$ cat src/rtl/translation_moving_average_core_assert.svh
// Assertion macros for the RTL of the translation smoother.
`ifndef TRANSLATION_MOVING_AVERAGE_CORE_ASSERT_SVH
`define TRANSLATION_MOVING_AVERAGE_CORE_ASSERT_SVH

// Same-cycle implication, sampled on clk, off while rst is high
`define TMA_ASSERT_NOW(label, ante, cons) \
  label: assert property (@(posedge clk) disable iff (rst) (ante) |-> (cons)) \
    else $error("tma assertion failed");

// Next-cycle implication, sampled on clk, off while rst is high
`define TMA_ASSERT_NEXT(label, ante, cons) \
  label: assert property (@(posedge clk) disable iff (rst) (ante) |=> (cons)) \
    else $error("tma assertion failed");

`endif

$ cat src/rtl/tma_pkg.sv
`timescale 1ns / 1ps
package tma_pkg;

  // Payload widths
  localparam int DATA_W  = 20;
  localparam int LIMIT_W = 11;

  // Defaults for the top-level parameters
  localparam int WINDOW_DEF    = 24;
  localparam int FRAC_BITS_DEF = 8;

  // Configuration port
  localparam int CFG_INDEX_W = 1;
  localparam int CFG_DATA_W  = LIMIT_W;
  localparam logic [CFG_INDEX_W-1:0] REG_LIMIT_X = 1'd0;
  localparam logic [CFG_INDEX_W-1:0] REG_LIMIT_Y = 1'd1;
  localparam logic [LIMIT_W-1:0] LIMIT_X_RST = 11'd5;
  localparam logic [LIMIT_W-1:0] LIMIT_Y_RST = 11'd20;

  // Status of the serial divider
  typedef struct packed {
    logic busy;
    logic done;
  } div_status_t;

endpackage

$ cat src/rtl/tma_if.sv
`timescale 1ns / 1ps
// Input beat: one measured translation pair
interface tma_in_if;
  import tma_pkg::*;
  logic                     valid;
  logic                     ready;
  logic signed [DATA_W-1:0] shift_x;
  logic signed [DATA_W-1:0] shift_y;
  modport source (output valid, shift_x, shift_y, input ready);
  modport sink (input valid, shift_x, shift_y, output ready);
endinterface

// Output beat: one smoothed translation pair
interface tma_out_if;
  import tma_pkg::*;
  logic                     valid;
  logic                     ready;
  logic signed [DATA_W-1:0] mean_x;
  logic signed [DATA_W-1:0] mean_y;
  logic                     replaced;
  modport source (output valid, mean_x, mean_y, replaced, input ready);
  modport sink (input valid, mean_x, mean_y, replaced, output ready);
endinterface

$ cat src/rtl/tma_div.sv
`timescale 1ns / 1ps
// Signed-by-unsigned serial divider, two restoring steps per cycle,
// quotient rounded toward zero. The divisor must be nonzero.
module tma_div #(
  parameter int DIVIDEND_W = 25,
  parameter int DIVISOR_W  = 5
) (
  input  logic                         clk,
  input  logic                         rst,
  input  logic                         start,
  input  logic signed [DIVIDEND_W-1:0] dividend,
  input  logic [DIVISOR_W-1:0]         divisor,
  output logic signed [DIVIDEND_W-1:0] quotient,
  output tma_pkg::div_status_t         status
);
  import tma_pkg::*;

  localparam int STEPS = (DIVIDEND_W + 1) / 2;
  localparam int PAD_W = 2 * STEPS;
  localparam int REM_W = DIVISOR_W + 1;
  localparam int CNT_W = $clog2(STEPS + 1);

  logic [REM_W-1:0]      rem;
  logic [PAD_W-1:0]      quo;
  logic [DIVISOR_W-1:0]  dsr;
  logic                  neg;
  logic [CNT_W-1:0]      cnt;
  logic                  busy;
  logic                  done;
  logic [REM_W-1:0]      rem_next;
  logic [PAD_W-1:0]      quo_next;
  logic [DIVIDEND_W-1:0] mag;
  logic [DIVIDEND_W-1:0] quo_mag;

  // Take the magnitude of the dividend
  assign mag = dividend[DIVIDEND_W-1] ? DIVIDEND_W'(-dividend) : DIVIDEND_W'(dividend);

  // Two restoring steps, each with its own subtractor
  always_comb begin
    rem_next = rem;
    quo_next = quo;
    for (int i = 0; i < 2; i++) begin
      rem_next = {rem_next[REM_W-2:0], quo_next[PAD_W-1]};
      quo_next = {quo_next[PAD_W-2:0], 1'b0};
      if (rem_next >= {1'b0, dsr}) begin
        rem_next    = rem_next - {1'b0, dsr};
        quo_next[0] = 1'b1;
      end
    end
  end

  // Sequence the steps
  always_ff @(posedge clk) begin
    if (rst) begin
      busy <= 1'b0;
      done <= 1'b0;
      cnt  <= '0;
    end else if (start) begin
      busy <= 1'b1;
      done <= 1'b0;
      cnt  <= '0;
    end else if (busy) begin
      cnt <= cnt + 1'b1;
      if (cnt == CNT_W'(STEPS - 1)) begin
        busy <= 1'b0;
        done <= 1'b1;
      end
    end else begin
      done <= 1'b0;
    end
  end

  // Hold operands and partial results
  always_ff @(posedge clk) begin
    if (start) begin
      rem <= '0;
      quo <= PAD_W'(mag);
      dsr <= divisor;
      neg <= dividend[DIVIDEND_W-1];
    end else if (busy) begin
      rem <= rem_next;
      quo <= quo_next;
    end
  end

  // Restore the sign
  assign quo_mag       = quo[DIVIDEND_W-1:0];
  assign quotient      = neg ? DIVIDEND_W'(-quo_mag) : DIVIDEND_W'(quo_mag);
  assign status.busy   = busy;
  assign status.done   = done;

endmodule

$ cat src/rtl/translation_moving_average_core.sv
`timescale 1ns / 1ps
// Translation smoother: moving average over the last WINDOW translation pairs,
// with outlier pairs replaced by the previous smoothed output.
//
// Channels: in_ch carries shift_x/shift_y (signed Q12.8), out_ch returns
// mean_x/mean_y and the replaced flag, one output beat per input beat, in order.
// Both use valid/ready; a beat moves when both are high at a clock edge.
// limit_x (index 0) and limit_y (index 1) are written through cfg_wr_en,
// cfg_index and cfg_data, and should be written only while the block is idle.
//
// One shared divider, two quotient bits per cycle, divides the x sum and then
// the y sum; each division runs through start, 13 steps and done.
// in_ch.ready is high only while no pair is in work.
// The output register holds a finished result while the receiver stalls and
// the next pair may already be taken; that pair then waits for the register.
//
// Reset (rst, synchronous) empties the window, clears the previous output to
// zero, the output valid, and loads the limits with 5 and 20.
module translation_moving_average_core #(
  parameter int WINDOW    = tma_pkg::WINDOW_DEF,
  parameter int FRAC_BITS = tma_pkg::FRAC_BITS_DEF
) (
  input  logic                             clk,
  input  logic                             rst,
  input  logic                             cfg_wr_en,
  input  logic [tma_pkg::CFG_INDEX_W-1:0]  cfg_index,
  input  logic [tma_pkg::CFG_DATA_W-1:0]   cfg_data,
  tma_in_if.sink                           in_ch,
  tma_out_if.source                        out_ch
);
  import tma_pkg::*;
  `include "translation_moving_average_core_assert.svh"

  localparam int SLOT_W = $clog2(WINDOW);
  localparam int CNT_W  = $clog2(WINDOW + 1);
  localparam int SUM_W  = DATA_W + $clog2(WINDOW);

  localparam logic [2:0] S_IDLE = 3'd0;
  localparam logic [2:0] S_SUM  = 3'd1;
  localparam logic [2:0] S_STX  = 3'd2;
  localparam logic [2:0] S_WX   = 3'd3;
  localparam logic [2:0] S_STY  = 3'd4;
  localparam logic [2:0] S_WY   = 3'd5;
  localparam logic [2:0] S_OUT  = 3'd6;

  logic [2:0]               state;
  logic [LIMIT_W-1:0]       limit_x;
  logic [LIMIT_W-1:0]       limit_y;
  logic [SLOT_W-1:0]        write_slot;
  logic [CNT_W-1:0]         fill_count;
  logic signed [SUM_W-1:0]  sum_x;
  logic signed [SUM_W-1:0]  sum_y;
  logic signed [DATA_W-1:0] mean_x;
  logic signed [DATA_W-1:0] mean_y;
  logic signed [DATA_W-1:0] val_x;
  logic signed [DATA_W-1:0] val_y;
  logic                     rej;
  logic [2*DATA_W-1:0]      ring [WINDOW];
  logic [2*DATA_W-1:0]      rd_word;
  logic signed [DATA_W-1:0] old_x;
  logic signed [DATA_W-1:0] old_y;
  logic                     full;
  logic                     accept;
  logic                     rej_now;
  logic                     div_start;
  logic signed [SUM_W-1:0]  div_dividend;
  logic signed [SUM_W-1:0]  div_quotient;
  div_status_t              div_status;
  logic                     out_valid;
  logic signed [DATA_W-1:0] out_mean_x;
  logic signed [DATA_W-1:0] out_mean_y;
  logic                     out_replaced;

  // Integer part above the limit, magnitude truncated toward zero
  function automatic logic over_limit(input logic signed [DATA_W-1:0] v,
                                      input logic [LIMIT_W-1:0] lim);
    logic [DATA_W-1:0] mag;
    mag = v[DATA_W-1] ? DATA_W'(-v) : DATA_W'(v);
    return (mag >> FRAC_BITS) > DATA_W'(lim);
  endfunction

  assign accept  = in_ch.valid && in_ch.ready;
  assign rej_now = over_limit(in_ch.shift_x, limit_x) || over_limit(in_ch.shift_y, limit_y);
  assign full    = (fill_count == CNT_W'(WINDOW));
  assign old_x   = rd_word[2*DATA_W-1:DATA_W];
  assign old_y   = rd_word[DATA_W-1:0];

  // Configuration registers
  always_ff @(posedge clk) begin
    if (rst) begin
      limit_x <= LIMIT_X_RST;
      limit_y <= LIMIT_Y_RST;
    end else if (cfg_wr_en) begin
      case (cfg_index)
        REG_LIMIT_X: limit_x <= cfg_data;
        REG_LIMIT_Y: limit_y <= cfg_data;
        default: ;
      endcase
    end
  end

  // Window memory: read the slot being replaced, write the new pair
  always_ff @(posedge clk) begin
    if (state == S_IDLE) begin
      rd_word <= ring[write_slot];
    end
    if (state == S_SUM) begin
      ring[write_slot] <= {val_x, val_y};
    end
  end

  // Latch the accepted pair, replaced by the previous mean on an outlier
  always_ff @(posedge clk) begin
    if (accept) begin
      rej   <= rej_now;
      val_x <= rej_now ? mean_x : in_ch.shift_x;
      val_y <= rej_now ? mean_y : in_ch.shift_y;
    end
  end

  // Sequencer, running sums and window bookkeeping
  always_ff @(posedge clk) begin
    if (rst) begin
      state      <= S_IDLE;
      write_slot <= '0;
      fill_count <= '0;
      sum_x      <= '0;
      sum_y      <= '0;
      mean_x     <= '0;
      mean_y     <= '0;
    end else begin
      case (state)
        S_IDLE: begin
          if (accept) state <= S_SUM;
        end
        S_SUM: begin
          sum_x <= sum_x - (full ? SUM_W'(old_x) : '0) + SUM_W'(val_x);
          sum_y <= sum_y - (full ? SUM_W'(old_y) : '0) + SUM_W'(val_y);
          write_slot <= (write_slot == SLOT_W'(WINDOW - 1)) ? '0 : write_slot + 1'b1;
          if (!full) fill_count <= fill_count + 1'b1;
          state <= S_STX;
        end
        S_STX: state <= S_WX;
        S_WX: begin
          if (div_status.done) begin
            mean_x <= div_quotient[DATA_W-1:0];
            state  <= S_STY;
          end
        end
        S_STY: state <= S_WY;
        S_WY: begin
          if (div_status.done) begin
            mean_y <= div_quotient[DATA_W-1:0];
            state  <= S_OUT;
          end
        end
        S_OUT: begin
          if (!out_valid || out_ch.ready) state <= S_IDLE;
        end
        default: state <= S_IDLE;
      endcase
    end
  end

  // Shared divider: x sum first, then y sum
  assign div_start    = (state == S_STX) || (state == S_STY);
  assign div_dividend = (state == S_STX) ? sum_x : sum_y;

  tma_div #(
    .DIVIDEND_W (SUM_W),
    .DIVISOR_W  (CNT_W)
  ) u_div (
    .clk      (clk),
    .rst      (rst),
    .start    (div_start),
    .dividend (div_dividend),
    .divisor  (fill_count),
    .quotient (div_quotient),
    .status   (div_status)
  );

  // Output register: load when free or being drained, drop after the beat
  always_ff @(posedge clk) begin
    if (rst) begin
      out_valid <= 1'b0;
    end else if (state == S_OUT && (!out_valid || out_ch.ready)) begin
      out_valid <= 1'b1;
    end else if (out_ch.ready) begin
      out_valid <= 1'b0;
    end
  end

  always_ff @(posedge clk) begin
    if (state == S_OUT && (!out_valid || out_ch.ready)) begin
      out_mean_x   <= mean_x;
      out_mean_y   <= mean_y;
      out_replaced <= rej;
    end
  end

  assign in_ch.ready     = (state == S_IDLE);
  assign out_ch.valid    = out_valid;
  assign out_ch.mean_x   = out_mean_x;
  assign out_ch.mean_y   = out_mean_y;
  assign out_ch.replaced = out_replaced;

  // Checks
  `TMA_ASSERT_NOW(a_ready_not_busy, in_ch.ready, !div_status.busy)
  `TMA_ASSERT_NOW(a_fill_bounded, 1'b1, fill_count <= CNT_W'(WINDOW))
  `TMA_ASSERT_NEXT(a_accept_to_sum, accept, state == S_SUM)
  `TMA_ASSERT_NOW(a_done_when_waiting, div_status.done, state == S_WX || state == S_WY)

endmodule
$ cat src/flat_wrapper.sv
// flat-port wrapper written by rule: the top's interface ports become plain ports
module translation_moving_average_core_flat import tma_pkg::*;
#(
  parameter int WINDOW    = tma_pkg::WINDOW_DEF,
  parameter int FRAC_BITS = tma_pkg::FRAC_BITS_DEF
)
  (clk, rst, cfg_wr_en, cfg_index, cfg_data, in_ch_valid, in_ch_shift_x, in_ch_shift_y, in_ch_ready, out_ch_valid, out_ch_mean_x, out_ch_mean_y, out_ch_replaced, out_ch_ready);
  tma_in_if in_ch_i ();
  tma_out_if out_ch_i ();
  input  logic clk;
  input  logic rst;
  input  logic cfg_wr_en;
  input  logic [tma_pkg::CFG_INDEX_W-1:0] cfg_index;
  input  logic [tma_pkg::CFG_DATA_W-1:0] cfg_data;
  input wire logic [$bits(in_ch_i.valid)-1:0] in_ch_valid;
  input wire logic [$bits(in_ch_i.shift_x)-1:0] in_ch_shift_x;
  input wire logic [$bits(in_ch_i.shift_y)-1:0] in_ch_shift_y;
  output wire logic [$bits(in_ch_i.ready)-1:0] in_ch_ready;
  output wire logic [$bits(out_ch_i.valid)-1:0] out_ch_valid;
  output wire logic [$bits(out_ch_i.mean_x)-1:0] out_ch_mean_x;
  output wire logic [$bits(out_ch_i.mean_y)-1:0] out_ch_mean_y;
  output wire logic [$bits(out_ch_i.replaced)-1:0] out_ch_replaced;
  input wire logic [$bits(out_ch_i.ready)-1:0] out_ch_ready;
  assign in_ch_i.valid = in_ch_valid;
  assign in_ch_i.shift_x = in_ch_shift_x;
  assign in_ch_i.shift_y = in_ch_shift_y;
  assign in_ch_ready = in_ch_i.ready;
  assign out_ch_valid = out_ch_i.valid;
  assign out_ch_mean_x = out_ch_i.mean_x;
  assign out_ch_mean_y = out_ch_i.mean_y;
  assign out_ch_replaced = out_ch_i.replaced;
  assign out_ch_i.ready = out_ch_ready;
  translation_moving_average_core #(.WINDOW(WINDOW), .FRAC_BITS(FRAC_BITS)) u_core (.clk(clk), .rst(rst), .cfg_wr_en(cfg_wr_en), .cfg_index(cfg_index), .cfg_data(cfg_data), .in_ch(in_ch_i), .out_ch(out_ch_i));
endmodule
$ cat config.mk
export PLATFORM = sky130hd
export DESIGN_NAME = translation_moving_average_core_flat
export DESIGN_NICKNAME = d
export VERILOG_FILES = /design/src/rtl/tma_pkg.sv /design/src/rtl/tma_if.sv /design/src/rtl/tma_div.sv /design/src/rtl/translation_moving_average_core.sv /design/src/flat_wrapper.sv
export VERILOG_INCLUDE_DIRS = /design/src /design/src/rtl
export SDC_FILE = /design/constraint.sdc
export NUM_CORES = 2
export LEC_CHECK = 0
export BUFFER_PORTS_ARGS = -buffer_cell sky130_fd_sc_hd__buf_2
export CAP_MARGIN = 20
export CORE_MARGIN = 3
export CORE_UTILIZATION = 42
export DETAILED_ROUTE_END_ITERATION = 12
export MAX_ROUTING_LAYER = met4
export SKIP_LAST_GASP = 1
export SYNTH_ARGS = -nofsm -noshare
export SYNTH_HDL_FRONTEND = slang
export SYNTH_SLANG_ARGS = --single-unit
$ cat constraint.sdc
create_clock -name clk -period 5.25 [get_ports clk]
set_input_delay 1.05 -clock clk [delete_from_list [all_inputs] [get_ports clk]]
set_output_delay 1.05 -clock clk [all_outputs]
set_load 0.01 [all_outputs]
==> qor.txt <==
Peak VDD IR: 0.3339 mV
Seq/Total Area, Yosys: 67.50%
# IOs: 100
Hold Buf Count CTS: 0
Largest family of logic cells by synthesized area: multiplexers
Skew-Pair Late Insertion Delay: 0.75 ns
Simple-Gate Fraction of Synth Area: 5.676%
CP required: 5.88 ns
Status: finished, final reports clean
Placed inst area: 56880 um^2
Final Cell Area: 61210 um^2
Setup Total Neg Slack: 0 ns
Total CTS buffers: 134
Hold WS: 0.4522 ns
Top cell type's share of synthesized area: 62.35%
Area occupied by multi-input gates: 16120 um^2
Share of cells above drive strength 1: 21.80%
Vias: 29860
HP Class: flip-flop to flip-flop
Crit Path Class: flip-flop to flip-flop
CP endpoint kind: flip-flop
Total track usage: 21.18%
Synth top cells by count: 1113 x edfxtp_1, 268 x nand2_1, 240 x mux4_2
Row count: 130
Clock slew at reported path FFs: 0.06 ns
Fmax: 215.6 MHz
Post-Synth XOR/XNOR Area: 1.797%
Final Wtd Congestion: 0.8792
DRT iter0 DRCs: 2702
Asr flop ratio synth: 0%
Area delta synth->final: 14.19%
CTS Buffer Depth: 3
Max_slew headroom: 34.51%
Die span in y: 363.3 um
Worst Skew: 0.05409 ns
Initial antenna violation count: 3
Critical path arrival: 5.27 ns
Pins Over Slew Limit: 0
# fillers: 10620
Vias in the first global route: 30180
Final ANT Viol Nets: 0
Synth Instances: 3364
DP Wirelength: 81440 um
Avg Vias per Cell: 5.615
Critical path peak fanout: 16
Syn avg cell area: 15.94 um^2
Top FF cell, synth: edfxtp_1
FF+latch area: 36200 um^2
Actual slew at the worst max-slew pin: 0.9823 ns
Total grt overflow: 0
Max H-tree Level: 4
Nets@finish: 3766
Core ar.: 126200 um^2
Diode count: 0
Chip width: 363.3 um
Initial Util: 42.47%
Post-synth EDFFs: 1113
RSZ-0062 raised after global routing: false
Worst r2r src: u_core.fill_count[0]
Final Cycle Share: 88.36%
Pwr Density: 398.5 nW/um^2
Largest net degree at the start of global routing: 94
Adder-cell share of the synthesized area: 4.061%
Synth area leaders: edfxtp_1 62%, mux4_2 10%, dfxtp_1 5.2%
# setup viols final: 0
Worst Setup Slack, final: 0.6113 ns
Mux cell area share after synthesis: 12.59%
Mapped Nets: 3565
Syn Std Cell Area: 53610 um^2
Hold Startpoint: u_core.sum_x[19]
Pre-CTS WS: 0.04369 ns
CTS root buf: clkbuf_16
First-pass GRT wire length: 200300 um
Synth warn: 0
DRC Markers: 0
Drt first pass iters: 5
Die ar.: 132000 um^2
CTS tree: built
Synth unique cells: 72
Top-count cell post-synth: edfxtp_1
Leak pwr: 20.69 nW
Port bufs: 99
Total clock sinks: 1251
Startpoint Class: flip-flop
Post-CTS setup buffers: 0
Synthesized flop and latch total: 1251
Tmin final: 4.639 ns
Detailed-route wire length: 134900 um
Final hold vios: 0
Top cell type by total area after synthesis: edfxtp_1
Worst Setup SP: u_core.fill_count[0]
Wire per inst: 25.35 um
Max-Cap Viols: 0
Post-cts resize count: 0
Compound-Gate Fraction of Synth Area: 5.532%
==> path summary, 6_finish.rpt <==
path                 endpoint  slack (ns)  depth (start not counted)
min          u_core.sum_x[19]        0.45                          2
min reg2reg  u_core.sum_x[19]        0.45                          2
max reg2reg  u_core.sum_y[21]        0.61                         17
max          u_core.sum_y[21]        0.61                         17
==> logic make-up after synthesis <==
kind of cell,after synthesis
AO/OA/AOI/OAI,469
XOR/XNOR,110
adder cells (fa/ha/maj),144
buffers and inverters,389
flip-flops,1251
multiplexers,349
AND/OR/NAND/NOR,652
==> layout by cell type (no fill, tap or decap), types with 24 or more instances in the layout <==
cell,n
nand3_1,59
xor2_1,46
a22oi_1,80
mux2i_1,25
o21ai_0,96
mux2_4,39
a211oi_1,44
ha_1,94
fa_1,50
xnor2_1,64
a21oi_1,135
buf_4,113
clkinv_1,31
nor3_1,31
mux4_2,240
buf_2,98
nor2_4,24
inv_1,228
edfxtp_1,1113
and2_1,43
clkbuf_16,136
nand2_1,268
a21o_1,27
mux2_2,45
nor2_1,109
dfxtp_1,134
==> metal layers <==
layer / up-vias / track usage (%) / routed length [um]
met5: - / - / 0
met4: 0 / 5.712 / 3057
met2: 946 / 33.83 / 66170
met1: 15490 / 28.74 / 58160
met3: 188 / 2.874 / 7473
li1: 13240 / - / -
==> worst max-delay path: stages, from the launching register on <==
cell,delay (ns)
dfxtp_1,0.41
inv_1,0.07
ha_1,0.19
and4b_2,0.44
buf_4,0.25
and2_1,0.18
fa_1,0.52
inv_1,0.05
ha_1,0.29
a211oi_1,0.29
o211ai_1,0.24
nand2_1,0.16
a21oi_1,0.07
buf_4,0.15
o22ai_1,0.21
o21ai_0,0.23
or4b_2,0.64
o311ai_0,0.10
==> state kept, by name (all words and copies together), names as in the netlist, 25 cells and up <==
signal	cells
u_core.sum_x	25
u_core.ring	960
u_core.u_div.quo	26
u_core.rd_word	40
u_core.sum_y	25
==> cell type report <==
cell class	instances	share of cell area [%]
Clock inverter	80	1.292
Sequential cell	1251	59.13
Inverter	228	1.398
Tap cell	1650	3.373
Multi-Input combinational cell	1724	26.34
Clock buffer	160	5.789
Timing Repair Buffer	226	2.678
==> through the flow <==
step	util (%)	std cells	power, mW
floorplan	-	3364	14.21
global placement	45.06	5079	15.27
detailed placement	45.06	5079	15.30
CTS	48.50	5319	24.59
global route	48.50	5319	25.42
finish	48.50	5319	24.39
==> report_power, final <==
group	switching, mW	internal (mW)	total, mW
Sequential	0.207	11.2	11.4
Combinational	2.17	1.53	3.70
Clock	3.94	5.35	9.29
Total	6.32	18.1	24.4
Note: power is estimated with default switching activity, not from simulation.
